--- src/rtl/core/lpol_pkg.sv ---
`timescale 1ns / 1ps
// ----------------------------------------------------------------------------
// lpol_pkg
// Shared types and constants for the recency list: sizes, op codes, the
// controller states and the command bundle from controller to datapath.
// ----------------------------------------------------------------------------
package lpol_pkg;

  localparam int unsigned CAPACITY = 16;
  localparam int unsigned KEY_W    = 64;
  localparam int unsigned IDX_W    = 6;
  localparam int unsigned FLAG_W   = 16;
  localparam int unsigned COUNT_W  = 7;
  localparam int unsigned OP_W     = 2;
  localparam int unsigned POS_W    = (CAPACITY > 1) ? $clog2(CAPACITY) : 1;
  localparam int unsigned FILL_W   = $clog2(CAPACITY + 1);

  typedef enum logic [OP_W-1:0] {
    OP_PUSH  = 2'd0,
    OP_POP   = 2'd1,
    OP_CLEAR = 2'd2,
    OP_FIND  = 2'd3
  } op_e;

  typedef enum logic [1:0] {
    ST_IDLE,
    ST_PLAN,
    ST_COMMIT
  } state_e;

  typedef struct packed {
    logic capture;  // latch the accepted item
    logic plan;     // search and register the update plan
    logic commit;   // apply the plan and load the result register
  } dp_cmd_t;

endpackage

--- src/rtl/core/lru_page_order_list.sv ---
`timescale 1ns / 1ps
// ----------------------------------------------------------------------------
// lru_page_order_list
// Recency list of up to CAPACITY 64-bit page keys, oldest at position 0,
// with push, pop at index, clear and find.
// ----------------------------------------------------------------------------
// usage
//   input channel: in_valid_i / in_stall_o, one transfer per operation
//   (op_i, entry_i, index_i, flag_mask_i). output channel: out_valid_o /
//   out_stall_i, exactly one result transfer per operation, in order.
//   steps: the input transfer captures the item; the plan state does the
//   parallel compare and eviction search into the plan registers; the
//   commit state does the shift and append into the slot registers and
//   loads the result register. the next item is taken in the same cycle
//   that the current one commits, as long as the result register is free
//   or being emptied.
//   stall: if the receiver holds out_stall_i while a result waits, the
//   commit of the following item waits, and in_stall_o stays high until
//   it can go ahead; the waiting result holds steady.
//   reset: rst_ni low empties the list (fill count 0) and drops out_valid_o;
//   slot contents are not cleared, only entries below the fill count are
//   ever compared or read.
// ----------------------------------------------------------------------------
module lru_page_order_list (
  input  logic                               clk_i,
  input  logic                               rst_ni,
  // input channel
  input  logic                               in_valid_i,
  output logic                               in_stall_o,
  input  logic [lpol_pkg::OP_W-1:0]          op_i,
  input  logic [lpol_pkg::KEY_W-1:0]         entry_i,
  input  logic [lpol_pkg::IDX_W-1:0]         index_i,
  input  logic [lpol_pkg::FLAG_W-1:0]        flag_mask_i,
  // result channel
  output logic                               out_valid_o,
  input  logic                               out_stall_i,
  output logic                               ok_o,
  output logic [lpol_pkg::KEY_W-1:0]         popped_value_o,
  output logic                               hit_o,
  output logic [lpol_pkg::IDX_W-1:0]         hit_index_o,
  output logic [lpol_pkg::COUNT_W-1:0]       count_o,
  output logic                               empty_res_o,
  output logic                               full_res_o
);
  import lpol_pkg::*;

  // commands from the sequencer into the datapath
  dp_cmd_t cmd;

  // sequencer: capture, plan, commit, result valid
  lpol_ctrl u_ctrl (
    .clk_i       (clk_i),
    .rst_ni      (rst_ni),
    .in_valid_i  (in_valid_i),
    .in_stall_o  (in_stall_o),
    .out_valid_o (out_valid_o),
    .out_stall_i (out_stall_i),
    .cmd_o       (cmd)
  );

  // slots, fill count, search and update, result register
  lpol_dp u_dp (
    .clk_i          (clk_i),
    .rst_ni         (rst_ni),
    .cmd_i          (cmd),
    .op_i           (op_i),
    .entry_i        (entry_i),
    .index_i        (index_i),
    .flag_mask_i    (flag_mask_i),
    .ok_o           (ok_o),
    .popped_value_o (popped_value_o),
    .hit_o          (hit_o),
    .hit_index_o    (hit_index_o),
    .count_o        (count_o),
    .empty_res_o    (empty_res_o),
    .full_res_o     (full_res_o)
  );

endmodule

--- src/rtl/core/lpol_ctrl.sv ---
`timescale 1ns / 1ps
// ----------------------------------------------------------------------------
// lpol_ctrl
// Controller: sequences capture, plan and commit, owns the result valid flag.
// ----------------------------------------------------------------------------
module lpol_ctrl (
  input  logic              clk_i,
  input  logic              rst_ni,
  input  logic              in_valid_i,
  output logic              in_stall_o,
  output logic              out_valid_o,
  input  logic              out_stall_i,
  output lpol_pkg::dp_cmd_t cmd_o
);
  import lpol_pkg::*;

  state_e state_q, state_d;
  logic   out_valid_q, out_valid_d;
  logic   commit_fire;
  logic   in_accept;

  // result register free now or emptied in this cycle
  assign commit_fire = (state_q == ST_COMMIT) && (!out_valid_q || !out_stall_i);
  assign in_stall_o  = !((state_q == ST_IDLE) || commit_fire);
  assign in_accept   = in_valid_i && !in_stall_o;
  assign out_valid_o = out_valid_q;

  always_comb begin
    state_d = state_q;
    case (state_q)
      ST_IDLE: begin
        if (in_accept) state_d = ST_PLAN;
      end
      ST_PLAN: begin
        state_d = ST_COMMIT;
      end
      ST_COMMIT: begin
        if (commit_fire) state_d = in_accept ? ST_PLAN : ST_IDLE;
      end
      default: begin
        state_d = ST_IDLE;
      end
    endcase
  end

  always_comb begin
    cmd_o.capture = in_accept;
    cmd_o.plan    = (state_q == ST_PLAN);
    cmd_o.commit  = commit_fire;
    out_valid_d   = out_valid_q;
    if (commit_fire) begin
      out_valid_d = 1'b1;
    end else if (!out_stall_i) begin
      out_valid_d = 1'b0;
    end
  end

  always_ff @(posedge clk_i or negedge rst_ni) begin
    if (!rst_ni) begin
      state_q     <= ST_IDLE;
      out_valid_q <= 1'b0;
    end else begin
      state_q     <= state_d;
      out_valid_q <= out_valid_d;
    end
  end

  a_accept_to_plan: assert property (@(posedge clk_i) disable iff (!rst_ni)
    in_accept |=> (state_q == ST_PLAN))
    else $error("accepted item did not enter plan");

  a_plan_to_commit: assert property (@(posedge clk_i) disable iff (!rst_ni)
    (state_q == ST_PLAN) |=> (state_q == ST_COMMIT))
    else $error("plan not followed by commit");

  a_plan_stalls: assert property (@(posedge clk_i) disable iff (!rst_ni)
    (state_q == ST_PLAN) |-> in_stall_o)
    else $error("input open during plan");

  a_commit_shows: assert property (@(posedge clk_i) disable iff (!rst_ni)
    commit_fire |=> out_valid_q)
    else $error("commit did not raise result valid");

endmodule

--- src/rtl/core/lpol_dp.sv ---
`timescale 1ns / 1ps
// ----------------------------------------------------------------------------
// lpol_dp
// Datapath: slot array, fill count, parallel key compare, eviction search,
// shift-down update and the result register.
// ----------------------------------------------------------------------------
module lpol_dp (
  input  logic                               clk_i,
  input  logic                               rst_ni,
  input  lpol_pkg::dp_cmd_t                  cmd_i,
  input  logic [lpol_pkg::OP_W-1:0]          op_i,
  input  logic [lpol_pkg::KEY_W-1:0]         entry_i,
  input  logic [lpol_pkg::IDX_W-1:0]         index_i,
  input  logic [lpol_pkg::FLAG_W-1:0]        flag_mask_i,
  output logic                               ok_o,
  output logic [lpol_pkg::KEY_W-1:0]         popped_value_o,
  output logic                               hit_o,
  output logic [lpol_pkg::IDX_W-1:0]         hit_index_o,
  output logic [lpol_pkg::COUNT_W-1:0]       count_o,
  output logic                               empty_res_o,
  output logic                               full_res_o
);
  import lpol_pkg::*;

  // captured item
  logic [OP_W-1:0]   op_q;
  logic [KEY_W-1:0]  key_q;
  logic [IDX_W-1:0]  idx_q;
  logic [FLAG_W-1:0] mask_q;

  // list state
  logic [KEY_W-1:0]  slots_q [CAPACITY];
  logic [KEY_W-1:0]  slots_d [CAPACITY];
  logic [FILL_W-1:0] fill_q, fill_d;

  // plan registers
  logic             rem_q, app_q, pop_q, clr_q, ok_q, hit_q;
  logic [POS_W-1:0] rem_pos_q, hpos_q;
  logic             rem_d, app_d, pop_d, clr_d, ok_d, hit_d;
  logic [POS_W-1:0] rem_pos_d, hpos_d;

  // result register
  logic               res_ok_q, res_hit_q, res_empty_q, res_full_q;
  logic [KEY_W-1:0]   res_pop_q;
  logic [IDX_W-1:0]   res_hidx_q;
  logic [COUNT_W-1:0] res_count_q;

  // search
  logic             found, evict_found, list_full;
  logic [POS_W-1:0] hpos, epos;
  logic [FILL_W-1:0] app_pos;

  always_comb begin
    found       = 1'b0;
    evict_found = 1'b0;
    hpos        = '0;
    epos        = '0;
    for (int i = CAPACITY - 1; i >= 0; i--) begin
      if ((FILL_W'(i) < fill_q) && (slots_q[i] == key_q)) begin
        found = 1'b1;
        hpos  = POS_W'(i);
      end
      // positions without a mask bit are never protected
      if ((FILL_W'(i) < fill_q) &&
          !((i < FLAG_W) && mask_q[i % FLAG_W])) begin
        evict_found = 1'b1;
        epos        = POS_W'(i);
      end
    end
  end

  assign list_full = (fill_q == FILL_W'(CAPACITY));

  always_comb begin
    rem_d     = 1'b0;
    app_d     = 1'b0;
    pop_d     = 1'b0;
    clr_d     = 1'b0;
    ok_d      = 1'b0;
    hit_d     = 1'b0;
    rem_pos_d = '0;
    hpos_d    = '0;
    case (op_q)
      OP_PUSH: begin
        if (found) begin
          rem_d     = 1'b1;
          rem_pos_d = hpos;
          app_d     = 1'b1;
          ok_d      = 1'b1;
          hit_d     = 1'b1;
          hpos_d    = hpos;
        end else if (!list_full) begin
          app_d = 1'b1;
          ok_d  = 1'b1;
        end else if (evict_found) begin
          rem_d     = 1'b1;
          rem_pos_d = epos;
          pop_d     = 1'b1;
          app_d     = 1'b1;
          ok_d      = 1'b1;
        end
      end
      OP_POP: begin
        if ({1'b0, idx_q} < (IDX_W + 1)'(fill_q)) begin
          rem_d     = 1'b1;
          rem_pos_d = idx_q[POS_W-1:0];
          pop_d     = 1'b1;
          ok_d      = 1'b1;
        end
      end
      OP_CLEAR: begin
        clr_d = 1'b1;
      end
      OP_FIND: begin
        hit_d  = found;
        hpos_d = found ? hpos : '0;
      end
      default: begin
        clr_d = 1'b0;
      end
    endcase
  end

  // shift down over the removed slot, then place the key at the newest end
  assign app_pos = fill_q - FILL_W'(rem_q);

  always_comb begin
    for (int i = 0; i < CAPACITY; i++) begin
      slots_d[i] = slots_q[i];
      if (app_q && (FILL_W'(i) == app_pos)) begin
        slots_d[i] = key_q;
      end else if (rem_q && (i < CAPACITY - 1) && (POS_W'(i) >= rem_pos_q)) begin
        slots_d[i] = slots_q[(i + 1) % CAPACITY];
      end
    end
    if (clr_q) begin
      fill_d = '0;
    end else begin
      fill_d = fill_q - FILL_W'(rem_q) + FILL_W'(app_q);
    end
  end

  always_ff @(posedge clk_i) begin
    if (cmd_i.capture) begin
      op_q   <= op_i;
      key_q  <= entry_i;
      idx_q  <= index_i;
      mask_q <= flag_mask_i;
    end
    if (cmd_i.commit) begin
      slots_q     <= slots_d;
      res_ok_q    <= ok_q;
      res_hit_q   <= hit_q;
      res_hidx_q  <= IDX_W'(hpos_q);
      res_pop_q   <= pop_q ? slots_q[rem_pos_q] : '0;
      res_count_q <= COUNT_W'(fill_d);
      res_empty_q <= (fill_d == '0);
      res_full_q  <= (fill_d == FILL_W'(CAPACITY));
    end
  end

  always_ff @(posedge clk_i or negedge rst_ni) begin
    if (!rst_ni) begin
      fill_q    <= '0;
      rem_q     <= 1'b0;
      app_q     <= 1'b0;
      pop_q     <= 1'b0;
      clr_q     <= 1'b0;
      ok_q      <= 1'b0;
      hit_q     <= 1'b0;
      rem_pos_q <= '0;
      hpos_q    <= '0;
    end else begin
      if (cmd_i.commit) fill_q <= fill_d;
      if (cmd_i.plan) begin
        rem_q     <= rem_d;
        app_q     <= app_d;
        pop_q     <= pop_d;
        clr_q     <= clr_d;
        ok_q      <= ok_d;
        hit_q     <= hit_d;
        rem_pos_q <= rem_pos_d;
        hpos_q    <= hpos_d;
      end
    end
  end

  assign ok_o           = res_ok_q;
  assign popped_value_o = res_pop_q;
  assign hit_o          = res_hit_q;
  assign hit_index_o    = res_hidx_q;
  assign count_o        = res_count_q;
  assign empty_res_o    = res_empty_q;
  assign full_res_o     = res_full_q;

  a_fill_bound: assert property (@(posedge clk_i) disable iff (!rst_ni)
    fill_q <= FILL_W'(CAPACITY))
    else $error("fill count above capacity");

  a_rem_in_list: assert property (@(posedge clk_i) disable iff (!rst_ni)
    (cmd_i.commit && rem_q) |-> (FILL_W'(rem_pos_q) < fill_q))
    else $error("removal outside the list");

  a_app_room: assert property (@(posedge clk_i) disable iff (!rst_ni)
    (cmd_i.commit && app_q) |-> (app_pos < FILL_W'(CAPACITY)))
    else $error("append into a full list");

endmodule
--- config.mk ---
export PLATFORM = sky130hd
export DESIGN_NAME = lru_page_order_list
export DESIGN_NICKNAME = d
export VERILOG_FILES = /design/src/rtl/core/lpol_pkg.sv /design/src/rtl/core/lru_page_order_list.sv /design/src/rtl/core/lpol_ctrl.sv /design/src/rtl/core/lpol_dp.sv
export SDC_FILE = /design/constraint.sdc
export NUM_CORES = 2
export LEC_CHECK = 0
export ABC_CLOCK_PERIOD_IN_PS = 9600
export CORE_AREA = 2 2 384 386
export CTS_CLUSTER_DIAMETER = 80
export CTS_CLUSTER_SIZE = 24
export DETAILED_ROUTE_END_ITERATION = 7
export DIE_AREA = 0 0 386 388
export DONT_BUFFER_PORTS = 1
export SYNTH_ARGS = -nofsm -noshare
export SYNTH_HDL_FRONTEND = slang
export SYNTH_SLANG_ARGS = --single-unit
--- constraint.sdc ---
create_clock -name clk_i -period 9.6 [get_ports clk_i]
set_clock_uncertainty 0.05 [all_clocks]
set_input_delay 0.48 -clock clk_i [delete_from_list [all_inputs] [get_ports clk_i]]
set_output_delay 0.48 -clock clk_i [all_outputs]
set_load 0.05 [all_outputs]
==> results.json <==
{
  "crit_fanout": 32,
  "hold_path_class": "in -> async",
  "die_h_um": 388,
  "vias_per_cell": 7.09,
  "cp.arrival_ns": 5.82,
  "cp_slowest_cell": "xnor2_1",
  "cap_violations": 3,
  "clock_sinks": 1211,
  "clk_latency_ns": 0.76,
  "async_flop_share_pct": 1.82,
  "drc_errors": 0,
  "cp.required_ns": 10.20,
  "synth_top_area_cell": "edfxtp_1",
  "fin_crit_sh_pct": 54.3,
  "crit_family": "simple AND/OR/NAND/NOR gates",
  "worst_slew_margin_rel_pct": -9.63,
  "min_period_ns": 5.22,
  "synth_edf_count": 1189,
  "finalMaxSlewViolations": 9,
  "syn_inst": 5231,
  "ioPinCount": 175,
  "setup_violations": 0,
  "drtAntennaViolNets": 0,
  "numCtsBuffers": 85,
  "fmax_ghz": 0.192,
  "cts_tree": "built",
  "clkTransAtPathRegs_ns": 0.10,
  "track_usage_pct": 45.2,
  "io_buffers": 0,
  "cts_resized": 0,
  "power.density_mw_per_mm2": 195,
  "fin_nets": 5190,
  "syn_to_final_growth_pct": 7.95,
  "grt_pass1_wl_um": 448000,
  "p_total_uw": 15300,
  "drtPass1Iterations": 8,
  "cts_max_level": 3,
  "critPathCaptureType": "flop",
  "fp.dieW_um": 386,
  "gp_congestion": 1.08,
  "worstMarginPinSlew_ns": 1.63,
  "cts_root_buf": "clkbuf_16",
  "grt_pass1_vias": 48193,
  "rsz0062_at_grt": "no",
  "crit_type": "reg -> reg",
  "holdBufCountCts": 92,
  "seq_area_frac_synth_pct": 50.0,
  "dieArea_mm2": 0.150,
  "violations": "capacitance limit, slew limit",
  "synthesis.area_mm2": 0.0725,
  "synthFlopType": "edfxtp_1",
  "cp-start-kind": "flop",
  "yosysTopAreaCellShare_pct": 49.2,
  "syn_area_per_cell_um2": 13.9,
  "ys_seq_elements": 1211,
  "wl_um": 342000,
  "antenna_found_initial": 28,
  "path_cells": "buf_4, xnor2_1, nand4_1, nor3_1, nand3_1, nor3_1, a41o_1, nor2_1, o21ai_0, buf_4, a2bb2oi_1, o21ai_0",
  "leakage_uw": 0.0233,
  "dp_worst_setup_slack_ns": 4.59,
  "hold_viol": 0,
  "ir_worst_vdd_v": 0.000175,
  "initial_core_util_pct": 50.0,
  "cts_buffer_depth": 3,
  "vias": 50169,
  "detail_route.wl_per_cell_um": 48.3,
  "worst-path-buf-inv": 2,
  "hpwl_um": 269000,
  "finalHoldWorstSlack_ns": 0.0924,
  "status": "complete, but fails checks",
  "yosys_warnings": 0,
  "grt_remaining_overflow": 0,
  "synthDistinctLibCells": 73,
  "cts_setup_buffers": 0,
  "drive_gt1_share_pct": 31.4,
  "critPathMaxStageDelay_ns": 0.88,
  "fin_tns_setup_ns": 0,
  "setup_ws_ns": 4.38,
  "yosys-top-cells-area": "edfxtp_1 49%, mux2_2 15%, mux4_2 9.9%",
  "drt_iter0_drc": 6967,
  "coreArea_mm2": 0.145,
  "rows": 140,
  "grt_max_degree": 96
}
-- state kept, by name, summed over array words and instances, names as in the netlist, 2 cells and up --
name / count
u_dp.slots_q: 1024
u_dp.fill_q: 5
u_dp.popped_value_o: 64
u_dp.idx_q: 6
u_dp.rem_pos_q: 4
u_dp.hit_index_o: 4
u_dp.count_o: 5
u_dp.op_q: 2
u_dp.mask_q: 16
u_dp.key_q: 64
u_dp.hpos_q: 4
u_ctrl.state_q: 2
-- per-stage QoR --
step,std cells,cell area (um2),utilization [%]
floorplan,5234,72600,-
global placement,6825,74400,51.2
detailed placement,6825,74400,51.2
CTS,7069,78300,53.9
global route,7069,78300,53.9
finish,7081,78300,53.9
-- logic make-up after synthesis --
group / after synthesis / share of synthesized area, %
XOR/XNOR: 988 / 11.9
buffers and inverters: 493 / 2.81
other: 1 / 0.00517
AO/OA/AOI/OAI: 138 / 1.26
flip-flops: 1211 / 50.0
adder cells (fa/ha/maj): 11 / 0.190
multiplexers: 1267 / 24.6
AND/OR/NAND/NOR: 1122 / 9.20
-- cell usage in the layout, fill, tap and decap left out, types with 25 or more instances in the layout --
cell / netlist / final
nand2b_1: 54 / 53
nor2b_1: 52 / 52
nand4_1: 307 / 307
xor2_1: 268 / 268
inv_1: 31 / 30
nor3_1: 48 / 47
mux4_2: 320 / 320
a21oi_1: 26 / 26
dlygate4sd3_1: 0 / 91
and2_1: 67 / 67
clkbuf_16: 0 / 88
edfxtp_1: 1189 / 1189
or4_1: 30 / 30
mux2_2: 947 / 947
o21ai_0: 41 / 41
nand3_1: 43 / 43
nor4b_1: 25 / 25
nor2_1: 106 / 77
nand2_1: 127 / 127
xnor2_1: 720 / 718
nor2_4: 0 / 29
nor4_1: 155 / 153
buf_4: 4 / 133
-- Yosys cell counts (all sizes together) (48+ instances only) --
master	count
nor2b	52
nor2	106
and2	67
nand2b	54
edfxtp	1189
xor2	268
nor3	48
mux2	947
nor4	157
nand4	307
nand2	127
xnor2	720
mux4	320
clkbuf	236
buf	225
-- final timing paths --
check,depth (start not counted),start,slack [ns],endpoint
setup / recovery,12,u_dp.key_q[11],4.38,u_dp.rem_pos_q[2]
hold / removal,2,rst_ni,0.09,u_dp.clr_q
min in group clk_i,2,out_stall_i,0.17,u_ctrl.state_q[0]
setup reg to reg,12,u_dp.key_q[11],4.38,u_dp.rem_pos_q[2]
max in group asynchronous,2,rst_ni,9.21,u_dp.rem_pos_q[0]
hold reg to reg,0,u_dp.hit_q,0.43,u_dp.hit_o
-- area by class of cell --
cell class | instances | area (um2)
fillers | 11983 | 66900
flip-flops and latches | 1211 | 36300
multi-input cells | 3530 | 34500
well taps | 1917 | 2400
clock buffers | 95 | 2230
repair buffers | 227 | 1970
clock inverters | 57 | 759
inverters | 32 | 123
diodes | 12 | 30.0
-- power breakdown --
part | total, uW | internal [uW] | leakage (uW) | switching, uW
clock | 4160 | 1870 | 0.00143 | 2300
sequential | 7000 | 6400 | 0.0112 | 599
combinational | 4110 | 1330 | 0.0107 | 2790
-- per-layer routing --
metal	track usage (%)	part of all wire [%]	vias up
li1	-	-	19857
met1	52.4	34	25834
met2	67.7	44	3534
met3	11.1	9.6	936
met4	43.8	12	8
met5	0.0325	0.014	-
Power figures use the tool's default switching activity.
